**config.mk**
```make
export PLATFORM = sky130hd
export DESIGN_NAME = double_ended_queue_unit
export DESIGN_NICKNAME = d
export VERILOG_FILES = /design/src/rtl/deq_pkg.sv /design/src/rtl/double_ended_queue_unit.sv
export SDC_FILE = /design/constraint.sdc
export NUM_CORES = 1
export LEC_CHECK = 0
export BUFFER_PORTS_ARGS = -buffer_cell sky130_fd_sc_hd__buf_2
export CAP_MARGIN = 20
export CORE_UTILIZATION = 50
export CTS_CLUSTER_SIZE = 14
export DETAILED_ROUTE_END_ITERATION = 12
export PLACE_DENSITY_LB_ADDON = 0.2
export SYNTH_ARGS = -nofsm -noshare
export SYNTH_HDL_FRONTEND = slang
export SYNTH_SLANG_ARGS = --single-unit
```
**constraint.sdc**
```tcl
create_clock -name clk -period 5.5 [get_ports clk]
set_input_delay 0.825 -clock clk [delete_from_list [all_inputs] [get_ports clk]]
set_output_delay 0.825 -clock clk [all_outputs]
set_load 0.005 [all_outputs]
```
**src/rtl/deq_pkg.sv**
```systemverilog
`default_nettype none

package deq_pkg;

    localparam logic [1:0] REQ_PUSH_FRONT = 2'd0;
    localparam logic [1:0] REQ_PUSH_REAR  = 2'd1;
    localparam logic [1:0] REQ_POP_FRONT  = 2'd2;
    localparam logic [1:0] REQ_POP_REAR   = 2'd3;

    localparam logic [1:0] ST_OK    = 2'd0;
    localparam logic [1:0] ST_EMPTY = 2'd1;
    localparam logic [1:0] ST_FULL  = 2'd2;

    localparam logic signed [31:0] NONE_VALUE = -32'sd1;

    typedef struct packed {
        logic [1:0]         req_type;
        logic signed [31:0] push_value;
    } deq_req_t;

    typedef struct packed {
        logic signed [31:0] popped_value;
        logic [1:0]         status;
        logic signed [31:0] front_value;
        logic signed [31:0] rear_value;
        logic [4:0]         entry_count;
        logic               is_empty;
    } deq_rsp_t;

endpackage

`default_nettype wire

```
**src/rtl/double_ended_queue_unit.sv**
```systemverilog
`default_nettype none

// Double-ended queue of signed 32-bit words held in a ring buffer of DEPTH entries in one
// synchronous RAM (one write, one read per cycle, registered read data). Each request word
// pushes at the front or rear or pops from the front or rear and gives exactly one response
// word with the popped value, a status, the front and rear entries after the step, the
// entry count and an empty flag. The current front and rear entries are kept in registers,
// so a push, a push into a full queue or a pop from an empty queue goes straight into the
// response register; a pop first reads the entry that becomes the new front or rear from
// the RAM into its read data register and answers from S_POP. A new request is taken while
// the previous response still waits, unless that response is stalled or a pop is in flight.
// RAM contents are not cleared at reset; data from empty entries never reaches a response.
module double_ended_queue_unit
    import deq_pkg::*;
#(
    parameter int DEPTH = 16
)
(
    input  wire logic     clk,
    input  wire logic     rst_n,
    input  wire logic     req_valid,
    output logic          req_stall,
    input  wire deq_req_t req,
    output logic          rsp_valid,
    input  wire logic     rsp_stall,
    output deq_rsp_t      rsp
);

    localparam int AW = (DEPTH > 1) ? $clog2(DEPTH) : 1;
    localparam int CW = $clog2(DEPTH + 1);
    localparam int SW = CW + 1;

    localparam logic [CW-1:0] DEPTH_C = CW'(DEPTH);
    localparam logic [SW-1:0] DEPTH_S = SW'(DEPTH);
    localparam logic [AW-1:0] LAST_POS = AW'(DEPTH - 1);

    typedef enum logic {
        S_IDLE,
        S_POP
    } state_t;

    logic signed [31:0] mem [DEPTH];

    state_t             state_reg, state_next;
    logic [AW-1:0]      head_reg, head_next;
    logic [CW-1:0]      count_reg, count_next;
    logic signed [31:0] front_reg, front_next;
    logic signed [31:0] rear_reg, rear_next;
    logic               pend_front_reg, pend_front_next;
    logic               rsp_valid_reg, rsp_valid_next;
    deq_rsp_t           rsp_reg, rsp_next;
    logic signed [31:0] rd_data_reg;

    logic               accept;
    logic               wr_en;
    logic [AW-1:0]      wr_addr;
    logic [AW-1:0]      rd_addr;
    logic [AW-1:0]      head_inc;
    logic [AW-1:0]      head_dec;
    logic [SW-1:0]      tail_sum;
    logic [AW-1:0]      tail_pos;
    logic [SW-1:0]      prev_sum;
    logic [AW-1:0]      prev_pos;
    logic signed [31:0] new_front;
    logic signed [31:0] new_rear;

    function automatic deq_rsp_t make_rsp(input logic signed [31:0] popped,
                                          input logic [1:0] st,
                                          input logic signed [31:0] front,
                                          input logic signed [31:0] rear,
                                          input logic [CW-1:0] count);
        deq_rsp_t r;
        r.popped_value = popped;
        r.status       = st;
        r.front_value  = (count == '0) ? NONE_VALUE : front;
        r.rear_value   = (count == '0) ? NONE_VALUE : rear;
        r.entry_count  = 5'(count);
        r.is_empty     = (count == '0);
        return r;
    endfunction

    assign accept    = req_valid && !req_stall;
    assign req_stall = (state_reg == S_POP) || (rsp_valid_reg && rsp_stall);
    assign rsp_valid = rsp_valid_reg;
    assign rsp       = rsp_reg;

    assign head_inc = (head_reg == LAST_POS) ? '0 : head_reg + AW'(1);
    assign head_dec = (head_reg == '0) ? LAST_POS : head_reg - AW'(1);

    // ring position one past the rear
    assign tail_sum = SW'(head_reg) + SW'(count_reg);
    assign tail_pos = (tail_sum >= DEPTH_S) ? AW'(tail_sum - DEPTH_S) : AW'(tail_sum);

    // entry just before the rear, only meaningful with two or more entries
    assign prev_sum = tail_sum - SW'(2);
    assign prev_pos = (count_reg < CW'(2)) ? head_reg :
                      (prev_sum >= DEPTH_S) ? AW'(prev_sum - DEPTH_S) : AW'(prev_sum);

    always_comb
    begin
        state_next      = state_reg;
        head_next       = head_reg;
        count_next      = count_reg;
        front_next      = front_reg;
        rear_next       = rear_reg;
        pend_front_next = pend_front_reg;
        rsp_valid_next  = rsp_valid_reg && rsp_stall;
        rsp_next        = rsp_reg;
        wr_en           = 1'b0;
        wr_addr         = tail_pos;
        rd_addr         = (req.req_type == REQ_POP_REAR) ? prev_pos : head_inc;
        new_front       = front_reg;
        new_rear        = rear_reg;

        case (state_reg)
            S_IDLE:
            begin
                if (accept)
                begin
                    case (req.req_type)
                        REQ_PUSH_FRONT, REQ_PUSH_REAR:
                        begin
                            rsp_valid_next = 1'b1;
                            if (count_reg == DEPTH_C)
                            begin
                                rsp_next = make_rsp('0, ST_FULL, front_reg, rear_reg, count_reg);
                            end
                            else
                            begin
                                wr_en      = 1'b1;
                                count_next = count_reg + CW'(1);
                                if (req.req_type == REQ_PUSH_FRONT)
                                begin
                                    wr_addr   = head_dec;
                                    head_next = head_dec;
                                    new_front = req.push_value;
                                    if (count_reg == '0)
                                    begin
                                        new_rear = req.push_value;
                                    end
                                end
                                else
                                begin
                                    new_rear = req.push_value;
                                    if (count_reg == '0)
                                    begin
                                        new_front = req.push_value;
                                    end
                                end
                                front_next = new_front;
                                rear_next  = new_rear;
                                rsp_next   = make_rsp('0, ST_OK, new_front, new_rear,
                                                      count_next);
                            end
                        end
                        default:
                        begin
                            if (count_reg == '0)
                            begin
                                rsp_valid_next = 1'b1;
                                rsp_next       = make_rsp(NONE_VALUE, ST_EMPTY, front_reg,
                                                          rear_reg, count_reg);
                            end
                            else
                            begin
                                // neighbor entry is read into rd_data_reg now, the response is made in S_POP
                                state_next      = S_POP;
                                count_next      = count_reg - CW'(1);
                                pend_front_next = (req.req_type == REQ_POP_FRONT);
                                if (req.req_type == REQ_POP_FRONT)
                                begin
                                    head_next = head_inc;
                                end
                            end
                        end
                    endcase
                end
            end
            S_POP:
            begin
                if (pend_front_reg)
                begin
                    new_front = rd_data_reg;
                end
                else
                begin
                    new_rear = rd_data_reg;
                end
                front_next     = new_front;
                rear_next      = new_rear;
                rsp_valid_next = 1'b1;
                rsp_next       = make_rsp(pend_front_reg ? front_reg : rear_reg, ST_OK,
                                          new_front, new_rear, count_reg);
                state_next     = S_IDLE;
            end
            default:
            begin
                state_next = S_IDLE;
            end
        endcase
    end

    always_ff @(posedge clk or negedge rst_n)
    begin
        if (!rst_n)
        begin
            state_reg      <= S_IDLE;
            head_reg       <= '0;
            count_reg      <= '0;
            pend_front_reg <= 1'b0;
            rsp_valid_reg  <= 1'b0;
        end
        else
        begin
            state_reg      <= state_next;
            head_reg       <= head_next;
            count_reg      <= count_next;
            pend_front_reg <= pend_front_next;
            rsp_valid_reg  <= rsp_valid_next;
        end
    end

    always_ff @(posedge clk)
    begin
        front_reg <= front_next;
        rear_reg  <= rear_next;
        rsp_reg   <= rsp_next;
    end

    always_ff @(posedge clk)
    begin
        if (wr_en)
        begin
            mem[wr_addr] <= req.push_value;
        end
        rd_data_reg <= mem[rd_addr];
    end

`ifndef SYNTH
    a_count_range: assert property (@(posedge clk) disable iff (!rst_n)
        count_reg <= DEPTH_C)
        else $error("entry count beyond depth");

    a_head_range: assert property (@(posedge clk) disable iff (!rst_n)
        head_reg <= LAST_POS)
        else $error("head position outside ring");

    a_pop_completes: assert property (@(posedge clk) disable iff (!rst_n)
        state_reg == S_POP |=> rsp_valid_reg && state_reg == S_IDLE)
        else $error("pop did not complete in one cycle");

    a_push_counts: assert property (@(posedge clk) disable iff (!rst_n)
        accept && (req.req_type == REQ_PUSH_FRONT || req.req_type == REQ_PUSH_REAR)
        && count_reg != DEPTH_C |=> count_reg == $past(count_reg) + CW'(1))
        else $error("push did not add one entry");
`endif

endmodule

`default_nettype wire

```
==> results.toml, run 1 <==
[clock_network]
ctsHtreeMaxLevel = 3
cts-buffers-inserted = 75
clk_pin_slew_worst_paths_ns = 0.06
cts_tree = "done"
root_buffer = "clkbuf_16"
cts_repair_resize_count = 0
cts.hold.buffers_added = 0
clk_latency_ns = 0.61
cts.sinks = 724
post_cts_buffers = 0
cts.path.max_buffers = 3

[layout]
drive_gt1_frac = 0.151
fin_cells = 3267
nets = 2475
largest_reg_flops = 512
syn_to_final_growth_pct = 13.6
fill_cells = 4743

[global_routing]
grt_use_total = 0.240
grt.overflow.total = 0
grt_max_degree = 137
antenna_found_initial = 2
grt_pass1_wl_um = 114000
grt_pass1_vias = 19100

[logic_synthesis]
syn_area_per_cell_um2 = 13.1
synth_edf_count = 680
synth_warnings = 0
syn-num-nets = 2363
synth_top_area_share = 0.672
synth_top_flop_cell = "edfxtp_1"
async_flop_share = 0.0166
syn_inst = 2315
ys_types = 52
synth.largest_area_cell = "edfxtp_1"
netlist_area_um2 = 30400
yosysSeqAreaShare = 0.703
synth.area.top_cells = "edfxtp_1 67%, nand2_1 6.2%, mux2i_1 4.4%"
synth_seq_cells = 724

[die]
die_w_um = 249
fp.dieH_um = 249
core-area_um2 = 60200
start_util = 0.504
io_pins = 144
fp.dieArea_um2 = 61800
num_rows = 90

[sta]
worst_clock_skew_ns = 0.0171
fin_setup_tns_ns = 0
period_needed_ns = 4.12
worst_slew_pin_slew_ns = 1.13
fmax_mhz = 243
final.period_utilization = 0.749
slew_headroom = 0.242
hold_viol_final = 0
slew_violations = 0
hold_slack_ns = 0.0980
rsz0062_at_grt = "false"
setup_viol = 0

[critical_path]
worstSetupEndpointType = "register"
start_kind = "register"
required_ns = 5.71
criticalPathCategory = "register to register"
critPathMaxFanout = 62
crit_arrival_ns = 4.33

[route]
via_count = 19700
drt_iter0_drc = 1734
firstDrtPassIters = 5
drt.antenna.violating_nets = 0
via_per_inst = 6.04
wl_per_cell_um = 22.9
finalWirelength_um = 75000
drc = 0

[pwr]
cellLeakagePower_nw = 12.0
power_density_nw_per_um2 = 578
ir_drop_uv = 696
power_w = 0.0200

[run]
maxCapViolCount = 0

[hold_path]
hp-class = "input port to asynchronous set/reset pin"

[placement]
placed_cells = 3129
place_congestion = 0.835
hpwl_um = 44200
io_buffers = 143

[outcome]
outcome = "complete, no violations"
placed cells by master (no fill, tap or decap), types with 5 or more instances in the layout:
cell type	Yosys	routed
a211oi_1	32	32
a21oi_1	137	137
a22oi_1	33	33
a2bb2oi_1	31	31
a32oi_1	64	64
buf_12	0	7
buf_2	73	143
buf_4	7	45
bufinv_16	0	8
clkbuf_1	77	18
clkbuf_16	0	78
clkbuf_8	0	7
clkinv_1	0	11
clkinv_2	0	9
dfrtp_1	12	10
dfxtp_1	32	32
edfxtp_1	680	680
ha_1	9	9
inv_1	8	7
mux2_2	35	35
mux2i_1	133	133
nand2_1	501	497
nand3_1	199	199
nor2_1	27	18
nor2_4	0	9
nor2b_1	36	36
nor3_1	13	5
nor3_2	0	8
o21ai_0	44	44
o22ai_1	64	64
xnor2_1	11	11
xor2_1	7	7
stage by stage:
stage / setup slack, ns / utilization / area (µm²)
after floorplan: 0.668 / - / 30400
after global placement: 1.27 / 0.531 / 32000
after detailed placement: 1.21 / 0.531 / 32000
after CTS: 1.28 / 0.572 / 34500
after global routing: 1.11 / 0.573 / 34500
final: 1.38 / 0.573 / 34500
power by group:
part,leakage (nW),total (W),switching [W],internal (W)
sequential,6.56,0.00752,0.000578,0.00694
clock,1.21,0.00510,0.00203,0.00306
combinational,4.23,0.00734,0.00477,0.00257
total,12.0,0.0200,0.00739,0.0126
final cells by class:
cell class                 count  area, µm²  share of cell area
antenna                        1       2.50           0.0000725
clock buffer                 103       2120              0.0613
clock inverter                31        360              0.0104
inverter                       8       30.0            0.000870
multi-input combinational   1421       8450               0.245
sequential                   724      21400               0.619
tap                          782        978              0.0283
timing repair buffer         197       1230              0.0355
synth_stat cells (12+ instances only):
| cell | n |
|---|---|
| o21ai_0 | 44 |
| a2bb2oi_1 | 31 |
| a32oi_1 | 64 |
| dfrtp_1 | 12 |
| a22oi_1 | 33 |
| dfxtp_1 | 32 |
| a21oi_1 | 137 |
| buf_2 | 73 |
| mux2i_1 | 133 |
| o22ai_1 | 64 |
| edfxtp_1 | 680 |
| a211oi_1 | 32 |
| clkbuf_1 | 77 |
| nor2_1 | 27 |
| nand3_1 | 199 |
| nor2b_1 | 36 |
| nor3_1 | 13 |
| nand2_1 | 501 |
| mux2_2 | 35 |
critical path: stages (launching register included):
cell and delay (ns):
dfrtp_4 0.72, a21oi_1 0.32, nand2_1 0.20, or3_1 0.40, nor2_2 0.21, mux2i_1 0.54, nand2_1 0.39, nor2_4 0.90
routing by layer:
| layer | share of wire | track usage | vias up | routed length [µm] |
|---|---|---|---|---|
| li1 | - | - | 8934 | - |
| met1 | 0.45 | 0.352 | 9887 | 33800 |
| met2 | 0.46 | 0.366 | 790 | 34100 |
| met3 | 0.069 | 0.0372 | 137 | 5150 |
| met4 | 0.025 | 0.0841 | 0 | 1880 |
| met5 | 0 | 0 | - | 0 |
final timing paths:
path	endpoint	slack, ns	start	cells after the start
max	mem[15][15]	1.38	state_reg	7
min	state_reg	0.1	rst_n	1
max reg2reg	mem[15][15]	1.38	state_reg	7
min reg2reg	rsp_valid	0.50	rsp_valid	1
max in group asynchronous	pend_front_reg	5.14	rst_n	1
min in group clk	rsp_valid	0.45	rsp_stall	2
cells by family (layout without fill, tap and decap cells):
family                     after synthesis  count (layout)  share of synthesized area
muxes                                  169             169                     0.0575
other                                    0               1                          0
DFF                                    724             724                      0.703
xor gates and xnor gates                18              18                    0.00519
buffers and inverters                  170             339                     0.0249
and+or+nand+nor                        796             796                      0.112
adders and majority gates               10              10                    0.00436
AOI/OAI and AO/OA                      428             428                     0.0929
Power figures use the tool's default switching activity.
==> run 2, diff against run 1 <==
--- a/config.mk
+++ b/config.mk
@@ -5,6 +5,7 @@
 export SDC_FILE = /design/constraint.sdc
 export NUM_CORES = 1
 export LEC_CHECK = 0
+export ABC_AREA = 1
 export BUFFER_PORTS_ARGS = -buffer_cell sky130_fd_sc_hd__buf_2
 export CAP_MARGIN = 20
 export CORE_UTILIZATION = 50
==> constraint.sdc (replaced) <==
create_clock -name clk -period 4.25 [get_ports clk]
set_input_delay 0.6375 -clock clk [delete_from_list [all_inputs] [get_ports clk]]
set_output_delay 0.6375 -clock clk [all_outputs]
set_load 0.005 [all_outputs]
==> run 2 against run 1 <==
Compared with the run above: first-iteration DRC count rose by 63%; area after synthesis up 11%; flip-flop and latch count did not move; power rose by 33%; hold slack better by 0.20 ns; critical endpoint is now mem[9][0].
==> results.toml, run 2 <==
[outcome]
outcome = "complete, no violations"

[sta]
period_needed_ns = 3.29
worst_clock_skew_ns = 0.0218
slew_headroom = 0.242
fmax_mhz = 304
fin_setup_tns_ns = 0
setup_viol = 0
hold_viol_final = 0
final.period_utilization = 0.774
slew_violations = 0
worst_slew_pin_slew_ns = 1.14
rsz0062_at_grt = "false"

[route]
drt_iter0_drc = 2829
finalWirelength_um = 90100
firstDrtPassIters = 6
wl_per_cell_um = 20.4
drt.antenna.violating_nets = 0
via_per_inst = 5.63
via_count = 24800
drc = 0

[logic_synthesis]
syn-num-nets = 3473
synth_top_area_share = 0.606
synth_seq_cells = 724
synth_top_flop_cell = "edfxtp_1"
synth.largest_area_cell = "edfxtp_1"
synth_edf_count = 680
synth.most_common_cell = "nand3_1"
ys_types = 37
yosysSeqAreaShare = 0.634
netlist_area_um2 = 33700
syn_inst = 3425
synth_warnings = 0
async_flop_share = 0.0166
syn_area_per_cell_um2 = 9.84
synthTopCellsByCount = "758 x nand3_1, 680 x edfxtp_1, 662 x inv_1"
synth.area.top_cells = "edfxtp_1 61%, nand3_1 11%, inv_1 7.4%"

[clock_network]
cts-buffers-inserted = 75
cts.sinks = 724
ctsHtreeMaxLevel = 3
post_cts_buffers = 0
root_buffer = "clkbuf_16"
clk_latency_ns = 0.62
cts.path.max_buffers = 3
cts_tree = "done"
clk_pin_slew_worst_paths_ns = 0.06

[pwr]
power_density_nw_per_um2 = 705
ir_drop_uv = 896
cellLeakagePower_nw = 15.8

[die]
fp.dieArea_um2 = 68400
die_w_um = 262
core-area_um2 = 66200
num_rows = 94
start_util = 0.509
fp.dieH_um = 262
io_pins = 144

[critical_path]
start_kind = "register"
worstSetupEndpointType = "register"
criticalPathCategory = "register to register"
critPathMaxFanout = 21
required_ns = 4.56
crit_arrival_ns = 3.60

[placement]
place_area_um2 = 35300
hpwl_um = 50900
placed_cells = 4273
io_buffers = 143
place_congestion = 0.913

[hold_path]
hp-class = "input port to register"

[global_routing]
antenna_found_initial = 2
grt_pass1_wl_um = 138000
grt_max_degree = 193
grt_pass1_vias = 23600
grt.overflow.total = 0
grt_use_total = 0.263

[layout]
syn_to_final_growth_pct = 12.0
final_common_cell = "nand3_1"
nets = 3535
final_cell_area_um2 = 37700
largest_reg_flops = 512
postLayoutCoreUtil = 0.570
final_cell_mix = "756 x nand3_1, 680 x edfxtp_1, 662 x inv_1, 496 x nand2_1, 264 x o21ai_0"
fill_cells = 5606
drive_gt1_frac = 0.101
fin_cells = 4407

[run]
maxCapViolCount = 0
run 2: layer usage:
metal | up-vias | track usage | wire, µm
li1 | 11600 | - | -
met2 | 1300 | 0.418 | 41700
met4 | 0 | 0.0717 | 1620
met5 | - | 0 | 0
met1 | 11800 | 0.374 | 38000
met3 | 126 | 0.0458 | 8730
run 2: logic make-up (layout without fill, tap and decap cells):
logic type,count (synthesis),in the layout,share of synthesized area
XOR/XNOR,11,11,0.00308
AO/OA/AOI/OAI,453,453,0.0686
flip-flops,724,724,0.634
other,0,2,0
buffers and inverters,884,1000,0.106
AND/OR/NAND/NOR,1343,1343,0.184
adder cells (fa/ha/maj),10,10,0.00394
run 2: layout make-up:
cell class                 instances  area (µm²)  area share
sequential                       724       21400       0.567
multi-input combinational       1817        8970       0.238
inverter                         671        2520      0.0668
clock buffer                     102        2120      0.0563
timing repair buffer             198        1360      0.0360
tap                              864        1080      0.0287
clock inverter                    29         293     0.00776
antenna                            2        5.00    0.000133
run 2: path summary, 6_finish.rpt:
path | start | endpoint | slack, ns | cells past startpoint
worst max-delay path | head_reg[0] | mem[9][0] | 0.96 | 8
worst min-delay path | rsp_stall | rsp_valid | 0.30 | 3
worst max register to register | head_reg[0] | mem[9][0] | 0.96 | 8
worst min register to register | rsp_valid | rsp_valid | 0.54 | 2
max in group asynchronous | rst_n | state_reg | 3.52 | 2
min in group asynchronous | rst_n | pend_front_reg | 0.46 | 2
run 2: worst max-delay path: stages (launching register included):
cell     delay [ns]
dfrtp_1        0.46
ha_1           0.26
fa_1           0.39
xnor2_1        0.30
nor2_1         0.07
a31oi_1        0.26
nand3_1        0.39
nor2_4         0.58
buf_12         0.26
run 2: timing repair:
action | CTS | global route
endpoints found under the hold margin | 12 | 0
resized for setup | 0 | 0
hold buffers | 1 | 0
run 2: metrics by stage:
stage               hold slack [ns]  setup slack (ns)  power (W)
finish                        0.299             0.962     0.0266
global route                  0.325             0.729     0.0280
CTS                           0.282             0.986     0.0265
detailed placement            0.534             0.846     0.0199
global placement              0.526             0.899     0.0198
floorplan                     0.342             0.481     0.0165
run 2: report_power, final:
part           switching [W]  internal, W
Clock                0.00270      0.00385
Combinational        0.00741      0.00302
Sequential          0.000621      0.00899
Total                 0.0107       0.0159
